==> src/hw/rtl/ssfb_pkg.sv <==
// Shared types, command codes and the glyph table for the seven-segment frame builder.
// No dependencies; imported by ssfb_digit_split and the core.
`timescale 1ns / 1ps

package ssfb_pkg;

    // Bus commands
    localparam logic [7:0] CMD_DATA_MODE = 8'h40;
    localparam logic [7:0] CMD_ADDRESS   = 8'hC0;
    localparam logic [7:0] CMD_CONTROL   = 8'h80;
    localparam logic [7:0] CTRL_ON_BIT   = 8'h08;
    localparam logic [7:0] SEG_POINT     = 8'h80;

    // Configuration register indexes
    localparam logic [1:0] REG_BRIGHTNESS = 2'd0;
    localparam logic [1:0] REG_DISPLAY_ON = 2'd1;

    localparam logic [2:0] BRIGHTNESS_RESET = 3'd7;

    // Digits on the display and the cap on sent digits
    localparam int NUM_DIGITS      = 4;
    localparam int DIGIT_COUNT_MAX = 4;
    localparam int DIGIT_LIMIT_INT =
        (DIGIT_COUNT_MAX > NUM_DIGITS) ? NUM_DIGITS : DIGIT_COUNT_MAX;
    localparam logic [2:0] DIGIT_LIMIT = 3'(DIGIT_LIMIT_INT);

    // Reciprocals: n/1000 = (n*67109)>>26 for n < 2^16,
    // r/100 = (r*41)>>12 for r < 1000, r/10 = (r*205)>>11 for r < 128
    localparam logic [16:0] RECIP_1000 = 17'd67109;
    localparam int          SHIFT_1000 = 26;
    localparam logic [5:0]  RECIP_100  = 6'd41;
    localparam int          SHIFT_100  = 12;
    localparam logic [7:0]  RECIP_10   = 8'd205;
    localparam int          SHIFT_10   = 11;

    // Item entering the digit splitter
    typedef struct packed {
        logic [15:0] number;
        logic [3:0]  dots;    // dots[3] belongs to the leftmost digit
        logic        lz;
        logic [2:0]  count;   // already capped
        logic [1:0]  pos;
    } ssfb_in_t;

    // Decimal digits, most significant first
    typedef struct packed {
        logic [6:0]  q_th;    // thousands quotient, up to 65
        logic [3:0]  q_h;
        logic [3:0]  q_t;
        logic [3:0]  q_o;
        logic [3:0]  dots;
        logic        lz;
        logic [2:0]  count;
        logic [1:0]  pos;
    } ssfb_split_t;

    function automatic logic [7:0] ssfb_glyph(input logic [3:0] d);
        logic [7:0] g;
        case (d)
            4'h0: g = 8'h3F;
            4'h1: g = 8'h06;
            4'h2: g = 8'h5B;
            4'h3: g = 8'h4F;
            4'h4: g = 8'h66;
            4'h5: g = 8'h6D;
            4'h6: g = 8'h7D;
            4'h7: g = 8'h07;
            4'h8: g = 8'h7F;
            4'h9: g = 8'h6F;
            4'hA: g = 8'h77;
            4'hB: g = 8'h7C;
            4'hC: g = 8'h39;
            4'hD: g = 8'h5E;
            4'hE: g = 8'h79;
            4'hF: g = 8'h71;
            default: g = 8'h00;
        endcase
        return g;
    endfunction

endpackage

==> src/hw/rtl/ssfb_digit_split.sv <==
// Three-stage pipeline that splits a 16-bit number into four decimal digits.
// Depends on ssfb_pkg (item types and reciprocal constants).
`timescale 1ns / 1ps

module ssfb_digit_split (
    input  logic                 aclk,
    input  logic                 aresetn,
    input  logic                 in_valid,
    output logic                 in_ready,
    input  ssfb_pkg::ssfb_in_t   in_item,
    output logic                 out_valid,
    input  logic                 out_ready,
    output ssfb_pkg::ssfb_split_t out_item
);
    import ssfb_pkg::*;

    // stage 1: thousands quotient
    logic        v1_reg;
    ssfb_in_t    it1_reg;
    logic [6:0]  qth1_reg;
    // stage 2: hundreds quotient and remainder below 1000
    logic        v2_reg;
    ssfb_in_t    it2_reg;
    logic [6:0]  qth2_reg;
    logic [9:0]  r2_reg;
    logic [3:0]  qh2_reg;
    // stage 3: tens and ones
    logic        v3_reg;
    ssfb_split_t it3_reg;

    logic        rdy1, rdy2, rdy3;
    logic [32:0] prod_th;
    logic [15:0] sub_th;
    logic [9:0]  r1_next;
    logic [15:0] prod_h;
    logic [9:0]  sub_h;
    logic [6:0]  rem_h;
    logic [14:0] prod_t;
    logic [3:0]  qt_next;
    logic [6:0]  sub_t;

    assign rdy3     = !v3_reg || out_ready;
    assign rdy2     = !v2_reg || rdy3;
    assign rdy1     = !v1_reg || rdy2;
    assign in_ready = rdy1;

    assign prod_th = 33'(in_item.number) * 33'(RECIP_1000);

    assign sub_th  = 16'(qth1_reg) * 16'd1000;
    assign r1_next = 10'(it1_reg.number - sub_th);
    assign prod_h  = 16'(r1_next) * 16'(RECIP_100);

    assign sub_h   = 10'(qh2_reg) * 10'd100;
    assign rem_h   = 7'(r2_reg - sub_h);
    assign prod_t  = 15'(rem_h) * 15'(RECIP_10);
    assign qt_next = prod_t[SHIFT_10 +: 4];
    assign sub_t   = 7'(qt_next) * 7'd10;

    always_ff @(posedge aclk) begin
        if (!aresetn) begin
            v1_reg <= 1'b0;
            v2_reg <= 1'b0;
            v3_reg <= 1'b0;
        end else begin
            if (rdy1) v1_reg <= in_valid;
            if (rdy2) v2_reg <= v1_reg;
            if (rdy3) v3_reg <= v2_reg;
        end
    end

    always_ff @(posedge aclk) begin
        if (rdy1 && in_valid) begin
            it1_reg  <= in_item;
            qth1_reg <= prod_th[SHIFT_1000 +: 7];
        end
        if (rdy2 && v1_reg) begin
            it2_reg  <= it1_reg;
            qth2_reg <= qth1_reg;
            r2_reg   <= r1_next;
            qh2_reg  <= prod_h[SHIFT_100 +: 4];
        end
        if (rdy3 && v2_reg) begin
            it3_reg.q_th  <= qth2_reg;
            it3_reg.q_h   <= qh2_reg;
            it3_reg.q_t   <= qt_next;
            it3_reg.q_o   <= 4'(rem_h - sub_t);
            it3_reg.dots  <= it2_reg.dots;
            it3_reg.lz    <= it2_reg.lz;
            it3_reg.count <= it2_reg.count;
            it3_reg.pos   <= it2_reg.pos;
        end
    end

    assign out_valid = v3_reg;
    assign out_item  = it3_reg;

endmodule

==> src/hw/rtl/seven_segment_number_frame_builder_core.sv <==
// Top level of the seven-segment frame builder: stream ports, config registers,
// glyph stage and byte sequencer. Depends on ssfb_pkg and ssfb_digit_split.
`timescale 1ns / 1ps

// Each accepted number turns into one command frame on the m_ stream: 0x40
// (start and stop), 0xC0 plus start_position (start; stop too when no digits
// are sent), the rightmost digit_count segment bytes (stop after the final
// one), then 0x80 plus brightness and the on bit (start, stop, tlast).
// digit_count above four is sent as four. A number yields digit_count + 3
// bytes. The byte sequencer emits one byte per cycle while m_tready is
// high, and that sets the sustained rate. Input passes the three digit
// split stages, the glyph stage and the sequencer register before the
// first byte goes out. Up to five numbers are held in flight
// while the output is stalled. Config writes (cfg_index 0 brightness,
// 1 display on) are always taken and apply to frames whose control byte
// has not yet been sent; write them only while the block is idle.
module seven_segment_number_frame_builder_core (
    input  logic        aclk,
    input  logic        aresetn,
    // input stream
    input  logic        s_tvalid,
    output logic        s_tready,
    // [15:0] number, [23:20] dot_mask, [19:16] unused, [26:24] digit_count,
    // [28:27] start_position, [31:29] zero
    input  logic [31:0] s_tdata,
    // [0] show_leading_zeros
    input  logic [0:0]  s_tuser,
    // result stream
    output logic        m_tvalid,
    input  logic        m_tready,
    // [7:0] bus_byte
    output logic [7:0]  m_tdata,
    // [0] start_before, [1] stop_after
    output logic [1:0]  m_tuser,
    output logic        m_tlast,
    // configuration writes
    input  logic        cfg_valid,
    output logic        cfg_ready,
    input  logic [1:0]  cfg_index,
    input  logic [7:0]  cfg_data
);
    import ssfb_pkg::*;

    // ---------------- configuration ----------------
    logic [2:0] bright_reg;
    logic       disp_on_reg;

    assign cfg_ready = 1'b1;

    always_ff @(posedge aclk) begin
        if (!aresetn) begin
            bright_reg  <= BRIGHTNESS_RESET;
            disp_on_reg <= 1'b1;
        end else if (cfg_valid && cfg_ready) begin
            case (cfg_index)
                REG_BRIGHTNESS: bright_reg  <= cfg_data[2:0];
                REG_DISPLAY_ON: disp_on_reg <= cfg_data[0];
                default: ;
            endcase
        end
    end

    // ---------------- input unpack and digit split ----------------
    ssfb_in_t    in_item;
    ssfb_split_t sp_item;
    logic        sp_valid;
    logic        sp_ready;
    logic [2:0]  raw_count;

    assign raw_count      = s_tdata[26:24];
    assign in_item.number = s_tdata[15:0];
    assign in_item.dots   = s_tdata[23:20];
    assign in_item.lz     = s_tuser[0];
    assign in_item.count  = (raw_count > DIGIT_LIMIT) ? DIGIT_LIMIT : raw_count;
    assign in_item.pos    = s_tdata[28:27];

    ssfb_digit_split u_split (
        .aclk      (aclk),
        .aresetn   (aresetn),
        .in_valid  (s_tvalid),
        .in_ready  (s_tready),
        .in_item   (in_item),
        .out_valid (sp_valid),
        .out_ready (sp_ready),
        .out_item  (sp_item)
    );

    // ---------------- glyph stage ----------------
    // Leading zeros blank unless lz is set; the ones digit always shows.
    logic       gv_reg;
    logic [7:0] gseg_reg [NUM_DIGITS];
    logic [2:0] gcount_reg;
    logic [1:0] gpos_reg;
    logic       g_ready;
    logic       nz_th, nz_h, nz_t;
    logic [7:0] seg_next [NUM_DIGITS];

    assign nz_th = (sp_item.q_th != 7'd0);
    assign nz_h  = (sp_item.q_h  != 4'd0);
    assign nz_t  = (sp_item.q_t  != 4'd0);

    always_comb begin
        seg_next[0] = nz_th ? ssfb_glyph(sp_item.q_th[3:0])
                    : (sp_item.lz ? ssfb_glyph(4'd0) : 8'h00);
        seg_next[1] = nz_h ? ssfb_glyph(sp_item.q_h)
                    : ((sp_item.lz || nz_th) ? ssfb_glyph(4'd0) : 8'h00);
        seg_next[2] = nz_t ? ssfb_glyph(sp_item.q_t)
                    : ((sp_item.lz || nz_th || nz_h) ? ssfb_glyph(4'd0) : 8'h00);
        seg_next[3] = ssfb_glyph(sp_item.q_o);
        for (int k = 0; k < NUM_DIGITS; k++) begin
            if (sp_item.dots[NUM_DIGITS - 1 - k])
                seg_next[k] = seg_next[k] | SEG_POINT;
        end
    end

    // ---------------- byte sequencer ----------------
    logic       fv_reg;
    logic [7:0] fseg_reg [NUM_DIGITS];
    logic [2:0] fcount_reg;
    logic [1:0] fpos_reg;
    logic [2:0] step_reg;
    logic [2:0] step_next;
    logic       f_load;
    logic       f_final;
    logic [1:0] seg_idx;

    assign f_final  = (step_reg == fcount_reg + 3'd2);
    assign f_load   = !fv_reg || (m_tready && f_final);
    assign g_ready  = !gv_reg || f_load;
    assign sp_ready = g_ready;
    assign seg_idx  = step_reg[1:0] + 2'd2 - fcount_reg[1:0];

    always_comb begin
        step_next = step_reg;
        if (f_load)
            step_next = 3'd0;
        else if (m_tready)
            step_next = step_reg + 3'd1;
    end

    always_ff @(posedge aclk) begin
        if (!aresetn) begin
            gv_reg   <= 1'b0;
            fv_reg   <= 1'b0;
            step_reg <= 3'd0;
        end else begin
            if (g_ready) gv_reg <= sp_valid;
            if (f_load)  fv_reg <= gv_reg;
            step_reg <= step_next;
        end
    end

    always_ff @(posedge aclk) begin
        if (g_ready && sp_valid) begin
            gseg_reg   <= seg_next;
            gcount_reg <= sp_item.count;
            gpos_reg   <= sp_item.pos;
        end
        if (f_load && gv_reg) begin
            fseg_reg   <= gseg_reg;
            fcount_reg <= gcount_reg;
            fpos_reg   <= gpos_reg;
        end
    end

    // Byte selection from the held frame
    always_comb begin
        m_tdata = fseg_reg[seg_idx];
        m_tuser = 2'b00;
        m_tlast = 1'b0;
        if (step_reg == 3'd0) begin
            m_tdata = CMD_DATA_MODE;
            m_tuser = 2'b11;
        end else if (step_reg == 3'd1) begin
            m_tdata = CMD_ADDRESS | {6'd0, fpos_reg};
            m_tuser = {(fcount_reg == 3'd0), 1'b1};
        end else if (f_final) begin
            m_tdata = CMD_CONTROL | {5'd0, bright_reg}
                    | (disp_on_reg ? CTRL_ON_BIT : 8'h00);
            m_tuser = 2'b11;
            m_tlast = 1'b1;
        end else begin
            m_tuser = {(step_reg == fcount_reg + 3'd1), 1'b0};
        end
    end

    assign m_tvalid = fv_reg;

endmodule
==> config.mk <==
export PLATFORM = sky130hd
export DESIGN_NAME = seven_segment_number_frame_builder_core
export DESIGN_NICKNAME = d
export VERILOG_FILES = /design/src/hw/rtl/ssfb_pkg.sv /design/src/hw/rtl/ssfb_digit_split.sv /design/src/hw/rtl/seven_segment_number_frame_builder_core.sv
export SDC_FILE = /design/constraint.sdc
export NUM_CORES = 1
export LEC_CHECK = 0
export ABC_AREA = 1
export BUFFER_PORTS_ARGS = -buffer_cell sky130_fd_sc_hd__clkbuf_2
export CAP_MARGIN = 20
export CORE_MARGIN = 2
export CORE_UTILIZATION = 54
export CTS_CLUSTER_SIZE = 25
export DETAILED_ROUTE_END_ITERATION = 8
export PLACE_DENSITY = 0.78
export SLEW_MARGIN = 10
export SYNTH_ARGS = -nofsm -noshare
export SYNTH_HDL_FRONTEND = slang
export SYNTH_SLANG_ARGS = --single-unit
==> constraint.sdc <==
create_clock -name aclk -period 5.6 [get_ports aclk]
set_input_delay 1.12 -clock aclk [delete_from_list [all_inputs] [get_ports aclk]]
set_output_delay 1.12 -clock aclk [all_outputs]
set_load 0.05 [all_outputs]
==> impl_metrics.tcl <==
set metrics [dict create \
    outcome "finished clean" \
    grt_pass1_wl_um 39870 \
    ys_dominant_reg_cell "edfxtp_1" \
    cts_tree "done" \
    post-route-period-util_pct 94.10 \
    num_rows 58 \
    cts_buffers 17 \
    seqCellArea_um2 5405 \
    drcViolationCount 0 \
    hold_path.class "reg2reg" \
    cp.arrival_ns 5.44 \
    drv_slew 0 \
    num-nets-final 1797 \
    antenna_found_initial 0 \
    postSynthCellCount 1367 \
    synth-seq-area-share_pct 39.49 \
    async_reset_ff_share_pct 0 \
    crit_path_top_delay_cell "fa_1" \
    drive_gt1_share_pct 8.591 \
    post-dp-hpwl_um 19170 \
    crit_top_cell "ha_1" \
    syn_to_final_growth_pct 9.644 \
    floorplan.initialDensity_pct 54.67 \
    drt_first_iter_violations 390 \
    layout_setup_ws_ns 0.3304 \
    port_buffers 48 \
    ys_types 47 \
    finalSetupViolCount 0 \
    max_stage_delay_ns 0.56 \
    grt_max_degree 38 \
    postRouteWirelength_um 23640 \
    vias 9150 \
    rsz0062_at_grt "false" \
    fin_hold_ws_ns 0.4155 \
    yosysWarningCount 0 \
    fin_setup_tns_ns 0 \
    skew_ns 0.008118 \
    tightest_slew_ns 0.7320 \
    first_global_vias 9050 \
    track_usage_pct 18.64 \
    ant_nets 0 \
    insertion_delay_ns 0.42 \
    max_freq_mhz 189.8 \
    synth_area_um2 13690 \
    avgSynthCellArea_um2 10.01 \
    required_ns 5.77 \
    post_drt_wl_per_cell_um 13.24 \
    chipWidth_um 163.2 \
    fillers 2082 \
    overflow 0 \
    clock_sinks 191 \
    cp-end-kind "flip-flop" \
    critical_path_class "reg2reg" \
    path_max_fanout 3 \
    core_um2 25040 \
    finalHoldViolCount 0 \
    antennaDiodeCount 0 \
    drv_cap 0 \
    cts.htree.levels 4 \
    synthesis.nets 1722 \
    period_minus_slack_ns 5.270 \
    ys_ff_latch 191 \
    cp-start-kind "flip-flop" \
    synth_edf_count 158 \
    ios 62 \
    drt_first_pass_iters 7 \
    maxSlewHeadroom_pct 50.79 \
    root_buffer "clkbuf_16" \
    dieHeight_um 163.2 \
    place_ws_ns 0.2368 \
    vias_per_cell 5.126 \
    gp_congestion 0.8815 \
    clockBufferDepth 2 \
    clk_pin_slew_ns 0.07 \
    path_cells "inv_1 -> ha_1 -> ha_1 -> ha_1 -> fa_1 -> inv_1 -> ha_1 -> a21o_1 -> a21oi_1 -> xor2_1 -> inv_1 -> fa_1 -> inv_1 -> ha_1 -> ha_1 -> a21oi_1 -> o21ai_0 -> nand2_1 -> o2111ai_1 -> a21oi_1 -> xnor2_1" \
    dieArea_um2 26640 \
    multi_input_area_um2 7328 \
]
## worst max-delay path: cells and delay by family, from the launching register on
| kind | cells | cell delay [ns] |
|---|---|---|
| buf+inv | 4 | 0.37 |
| compound gates | 6 | 1.03 |
| flops | 1 | 0.41 |
| xor+xnor | 2 | 0.41 |
| fa+ha+maj | 8 | 2.73 |
| simple gates | 1 | 0.07 |
## repair_timing
action                     4_1_cts  5_1_grt
buffers inserted                 0        2
gates resized for setup          0        1
hold buffers                     0        0
setup endpoints to repair        0        6
## Yosys cell counts, drive strengths merged (3+ instances only)
master	instances	area, µm²
edfxtp	158	4745
xnor2	15	131.4
o21ai	66	397.9
o21a	13	97.59
nor2	84	322.8
fa	54	1081
a31oi	4	25.02
nand3	53	265.3
nand3b	4	30.03
nand4	14	108.9
nor3	7	35.03
o21bai	5	37.54
inv	240	903.4
nand2	255	999.7
a21oi	63	315.3
buf	7	53.79
ha	253	3166
dfxtp	33	660.6
nor4	3	25.02
xor2	19	166.4
## worst paths after layout
kind	cells after the start	slack [ns]	from	endpoint
min reg2reg	0	0.42	u_split.qth2_reg[5]	u_split.out_item[27]
max reg2reg	21	0.33	u_split.qth1_reg[1]	u_split.qh2_reg[3]
max	21	0.33	u_split.qth1_reg[1]	u_split.qh2_reg[3]
min	0	0.42	u_split.qth2_reg[5]	u_split.out_item[27]
## stage by stage
| stage | util, % | cell area, µm² | instances |
|---|---|---|---|
| 2_1_floorplan | - | 13690 | 1367 |
| 3_3_place_gp | 57.46 | 14390 | 1749 |
| 3_5_place_dp | 57.46 | 14390 | 1749 |
| 4_1_cts | 59.74 | 14960 | 1781 |
| 5_1_grt | 59.94 | 15010 | 1785 |
| 6_report | 59.94 | 15010 | 1785 |
## routing by layer
metal  track usage (%)  vias up  part of all wire [%]
met5                 0        -                     0
met2             34.27      128                    52
met3             2.895       27                   2.2
met1             22.31     4293                    44
li1                  -     4702                     -
met4             5.833        0                   1.5
## kinds of logic after synthesis
kind of cell	after synthesis	synth area share (%)
simple gates	422	13.15
fa+ha+maj	307	31.03
buf+inv	249	7.048
flops	191	39.49
compound gates	163	7.076
xor+xnor	34	2.176
other cells	1	0.02740
## cells in the final DEF, fill, tap and decap left out, types with 5 or more instances in the layout
master,instances
o21ai_0,50
nor3_1,7
o21bai_1,5
fa_1,54
nor2_1,81
edfxtp_1,158
xnor2_1,15
nand2_1,245
inv_1,236
nand2_2,6
clkbuf_2,49
o21ai_4,5
dfxtp_1,33
nand4_1,12
buf_4,15
o21ai_1,8
xor2_1,19
ha_1,253
o21a_1,13
nand3_1,53
a21oi_1,62
clkbuf_16,17
## layout make-up
cell class / instances / share of cell area [%]
clock buffer: 18 / 2.860
clock inverter: 14 / 0.9505
inverter: 240 / 6.020
multi-input combinational: 927 / 48.83
sequential: 191 / 36.02
tap: 330 / 2.751
timing repair buffer: 65 / 2.568
Power is not shown: default switching activity piles up to over one toggle a cycle in this logic, so the estimate is an artifact.
